`src/rtl/core/tccw_pkg.sv`:
```
// Shared types and constants of the text console character writer.
package tccw_pkg;

    // Field widths of the request and result items
    localparam int REQ_W    = 2;
    localparam int CHAR_W   = 8;
    localparam int IDX_W    = 11;
    localparam int NCOL_W   = 7;
    localparam int NROW_W   = 5;
    localparam int POS_W    = 11;
    localparam int CELL_W   = 16;
    localparam int COLOUR_W = 4;
    localparam int TDATA_W  = 32;
    localparam int CFG_A_W  = 1;

    // Request kinds
    localparam logic [REQ_W-1:0] REQ_PUT  = 2'd0;
    localparam logic [REQ_W-1:0] REQ_READ = 2'd1;
    localparam logic [REQ_W-1:0] REQ_SET  = 2'd2;

    // Configuration register indexes
    localparam logic [CFG_A_W-1:0] CFG_BACKGROUND = 1'b0;
    localparam logic [CFG_A_W-1:0] CFG_FOREGROUND = 1'b1;

    localparam logic [COLOUR_W-1:0] BG_RESET = 4'h0;
    localparam logic [COLOUR_W-1:0] FG_RESET = 4'hF;

    // Control characters and the printable range
    localparam logic [CHAR_W-1:0] CH_BS    = 8'h08;
    localparam logic [CHAR_W-1:0] CH_TAB   = 8'h09;
    localparam logic [CHAR_W-1:0] CH_LF    = 8'h0A;
    localparam logic [CHAR_W-1:0] CH_CR    = 8'h0D;
    localparam logic [CHAR_W-1:0] CH_SPACE = 8'h20;
    localparam logic [CHAR_W-1:0] CH_DEL   = 8'h7F;

    localparam int TAB_STOP = 8;

    // White-on-black space
    localparam logic [CELL_W-1:0] BLANK_CELL = 16'h0F20;

    typedef enum logic [2:0] {
        ST_CLEAR,
        ST_IDLE,
        ST_EXEC,
        ST_COPY,
        ST_DRAIN,
        ST_BLANK,
        ST_RESP
    } state_t;

    typedef struct packed {
        logic capture;   // latch the request fields
        logic exec;      // carry out the latched request
        logic copy;      // move one cell up by one row
        logic blank;     // write one blank cell of the last row
        logic clear;     // write one zero cell of the reset sweep
        logic cnt_clr;   // rewind the sweep counter
        logic load_out;  // load the result register
    } dp_cmd_t;

    typedef struct packed {
        logic scroll;     // the latched put request runs off the last row
        logic copy_last;  // sweep counter on the last cell to copy
        logic cnt_last;   // sweep counter on the last cell of the screen
        logic out_free;   // result register can take a new result
    } dp_sts_t;

endpackage

```
`src/rtl/core/tccw_ctrl.sv`:
```
// Controller state machine of the text console character writer.
module tccw_ctrl (
    input  logic              aclk,
    input  logic              aresetn,
    input  logic              s_tvalid,
    output logic              s_tready,
    output tccw_pkg::dp_cmd_t cmd,
    input  tccw_pkg::dp_sts_t sts
);
    import tccw_pkg::*;

    state_t state_reg;
    state_t state_next;

    always_ff @(posedge aclk) begin
        if (!aresetn) begin
            state_reg <= ST_CLEAR;
        end else begin
            state_reg <= state_next;
        end
    end

    always_comb begin
        state_next = state_reg;
        cmd        = '0;
        s_tready   = 1'b0;
        unique case (state_reg)
            ST_CLEAR: begin
                cmd.clear = 1'b1;
                if (sts.cnt_last) begin
                    cmd.cnt_clr = 1'b1;
                    state_next  = ST_IDLE;
                end
            end
            ST_IDLE: begin
                s_tready = 1'b1;
                if (s_tvalid) begin
                    cmd.capture = 1'b1;
                    state_next  = ST_EXEC;
                end
            end
            ST_EXEC: begin
                cmd.exec = 1'b1;
                if (sts.scroll) begin
                    cmd.cnt_clr = 1'b1;
                    state_next  = ST_COPY;
                end else begin
                    state_next = ST_RESP;
                end
            end
            ST_COPY: begin
                cmd.copy = 1'b1;
                if (sts.copy_last) begin
                    state_next = ST_DRAIN;
                end
            end
            // the last copied cell is written here
            ST_DRAIN: begin
                state_next = ST_BLANK;
            end
            ST_BLANK: begin
                cmd.blank = 1'b1;
                if (sts.cnt_last) begin
                    state_next = ST_RESP;
                end
            end
            ST_RESP: begin
                if (sts.out_free) begin
                    cmd.load_out = 1'b1;
                    state_next   = ST_IDLE;
                end
            end
            default: begin
                state_next = ST_IDLE;
            end
        endcase
    end

endmodule

```
`config.mk`:
```
export PLATFORM = sky130hd
export DESIGN_NAME = tccw_ctrl
export DESIGN_NICKNAME = d
export VERILOG_FILES = /design/src/rtl/core/tccw_pkg.sv /design/src/rtl/core/tccw_ctrl.sv
export SDC_FILE = /design/constraint.sdc
export NUM_CORES = 1
export LEC_CHECK = 0
export ABC_AREA = 1
export BUFFER_PORTS_ARGS = -buffer_cell sky130_fd_sc_hd__clkbuf_2
export CAP_MARGIN = 20
export CORE_AREA = 2 2 39 41
export CTS_BUF_LIST = sky130_fd_sc_hd__clkbuf_2
export DETAILED_ROUTE_END_ITERATION = 8
export DIE_AREA = 0 0 41 43
export PLACE_DENSITY = 0.48
export SLEW_MARGIN = 5
export SYNTH_ARGS = -nofsm -noshare
export SYNTH_HDL_FRONTEND = slang
export SYNTH_SLANG_ARGS = --single-unit
export TNS_END_PERCENT = 1
```
`constraint.sdc`:
```
create_clock -name aclk -period 2.24 [get_ports aclk]
set_clock_uncertainty 0.05 [all_clocks]
set_input_delay 0.224 -clock aclk [delete_from_list [all_inputs] [get_ports aclk]]
set_output_delay 0.224 -clock aclk [all_outputs]
set_load 0.03 [all_outputs]
```
==> results.tsv <==
stage	metric	value	unit
finish	commonest non-fill, non-tap cells in the layout	clkbuf_2 (18), nand2_1 (17), nor2_1 (15)	
setup_path	CP startpoint	state_reg[0]$_SDFFE_PN0P_	
timing	slew of the pin with the lowest slew margin	394.8	ps
synth	synth unique cells	16	
global_routing	first-pass GRT wire length	1.297	mm
detailed_routing	vias per std cell	4.310	
synth	Seq/Total Area, Yosys	0.1684	
clocking	Root Buffer	clkbuf_2	
finish	share of layout cells above drive strength 1	0.2738	
finish	nets	93	
setup_path	required time of the critical path	1970	ps
timing	Slew Limit Fails	0	
synth	area leader, netlist	nand2_1	
die	Rows	14	
clocking	clock latency on the worst-skew pair	200	ps
timing	relative slew slack	0.7365	
global_routing	initial antenna violation count	0	
finish	multi-input logic area	226.5	um^2
power_and_ir_drop	Pleak	0.2891	nW
global_routing	largest net degree at the start of global routing	10	
clocking	Clock Pin Slew Worst Setup and Hold Paths	40	ps
global_routing	global route hottest layer	met2	
setup_path	nature of the critical path startpoint	register	
timing	period utilization	0.6786	
synth	Mapped Avg Cell Area	5.244	um^2
setup_path	slowest CP cell	dfxtp_1	
power_and_ir_drop	worst ir drop on vdd	0.4021	mV
clocking	CTS Buf Count	3	
global_routing	Overflow after GRT	0	
setup_path	slowest cell delay on critical path	380	ps
run_status	status	complete, no violations	
run	MaxCap Viol Count	0	
power_and_ir_drop	Power Density	1585	nW/um^2
global_routing	met3 GRT Util	0.04712	
setup_path	crit path DAT	1250	ps
place	RePlAce Congestion	0.7606	
clocking	TritonCTS clock tree	done	
die	core area	1384	um^2
detailed_routing	drt wl/cell	8.020	um
die	Ports	15	
clocking	Max Buffers Root-to-Sink	2	
die	initial core utilization	0.2577	
timing	TNS Setup	0	ps
synth	Synth area leaders	nand2_1 (18%), dfxtp_1 (17%), nor2_1 (16%)	
timing	Final Hold Fails	0	
timing	FMAX	657.9	MHz
timing	RSZ-0062 raised after global routing	false	
finish	P&R area growth vs syn	25.61	%
global_routing	overall global routing resource usage	0.1062	
finish	area occupied by registers	60.06	um^2
finish	fill cell count	171	
setup_path	Crit path buffers/inverters	1	
timing	Final Critical Period	1520	ps
detailed_routing	vias	431	
synth	Syn. warnings	0	
worst_hold_path	type of the worst min-delay path	in2reg	
finish	max reg flops	3	
detailed_routing	final wirelength	802	um
clocking	CTS H-tree lvls	1	
detailed_routing	ANT nets after route	0	
setup_path	Worst Setup Path Type	reg2out	
worst_hold_path	hold_sp	aresetn	
finish	# diodes	0	
synth	Synth top area share	0.1789	
die	Die H	43	um
clocking	clock sinks	3	
detailed_routing	DR iter-0 viols	7	
setup_path	Top Family by Delay on Critical Path	flip-flops	
place	PortBufs	14	
global_routing	GR Layer Usage met1	0.1246	
detailed_routing	Residual DRC	0	
synth	Synthesized Nets	76	
setup_path	CP max FO	8	
timing	worst hold slack	208.1	ps
setup_path	FF-to-FF Start	state_reg[2]$_SDFFE_PN0P_	
global_routing	met2 Resource Use GR	0.1719	
setup_path	CP cell instances	nor2_1 -> nand2_1 -> o21ai_0 -> clkbuf_2	
timing	final setup fails	0	
setup_path	Crit. End Element	primary output	
clocking	Post-CTS Hold Buffers	0	
synth	Gate Count Post-Synth	68	
clocking	Post-CTS Setup Bufs	0	
place	final HPWL from detailed placement	673.4	um
detailed_routing	DRT Pass-1 Iters	3	
synth	flip-flop and latch count after synthesis	3	
global_routing	vias in the first global route	349	
clocking	Gates resized, CTS repair	0	
die	Die Span X	41	um
finish	most common cell after layout, fill and taps aside	clkbuf_2	
die	die area	1763	um^2
synth	Mapped Area	356.6	um^2
-- metrics by stage --
step	setup slack (ps)	cells	util	total power, W	instance area (um^2)
after floorplan	617.1	68	-	0.0005511	356.6
after global placement	794.8	96	0.3092	0.0006524	427.9
after detailed placement	816.4	96	0.3092	0.0006396	427.9
after CTS	705.5	100	0.3237	0.0007194	447.9
after global routing	610.9	100	0.3237	0.0007906	447.9
final	719.9	100	0.3237	0.0007099	447.9
-- Yosys cell counts --
library cell and count:
nand2_1 17, nor2_1 15, inv_1 11, nand3_1 7, dfxtp_1 3, o21ai_0 3
a21oi_1 2, nor2_2 2, buf_4 1, buf_6 1, ha_1 1, inv_2 1
inv_4 1, nand3_2 1, nand4_1 1, nor3_1 1
-- kinds of logic after synthesis --
group | count (synthesis) | share of synthesized area
AOI/OAI and AO/OA | 5 | 0.07016
adders and majority gates | 1 | 0.03508
buffers and inverters | 15 | 0.1965
DFF | 3 | 0.1684
and+or+nand+nor | 44 | 0.5298
-- power by group --
part            total, W  internal (W)  switching [W]
clock network  0.0000745     0.0000471      0.0000274
logic           0.000500      0.000159       0.000341
registers       0.000135     0.0000792      0.0000558
total           0.000710      0.000286       0.000424
-- metal layers --
metal,wire (um),part of all wire,vias to the layer above
li1,-,-,243
met1,378,0.47,180
met2,395,0.49,8
met3,28,0.035,0
met4,0,0,0
met5,0,0,-
-- path summary, 6_finish.rpt --
kind	end	slack (ps)	cells after the start
setup / recovery	cmd[1]	720	4
hold / removal	state_reg[0]$_SDFFE_PN0P_	210	3
setup reg to reg	state_reg[0]$_SDFFE_PN0P_	810	7
hold reg to reg	state_reg[0]$_SDFFE_PN0P_	560	2
-- layout make-up --
cell class,count,area share
multi-input cells,50,0.5056
flip-flops and latches,3,0.1341
inverters,13,0.1145
well taps,16,0.04469
repair buffers,14,0.1564
clock buffers,4,0.04469
-- tightest hold or removal path, delay by kind of cell --
kind / cells / cell delay, ps
AND/OR/NAND/NOR: 2 / 90
buffers and inverters: 1 / 100
Note: power is estimated with default switching activity, not from simulation.
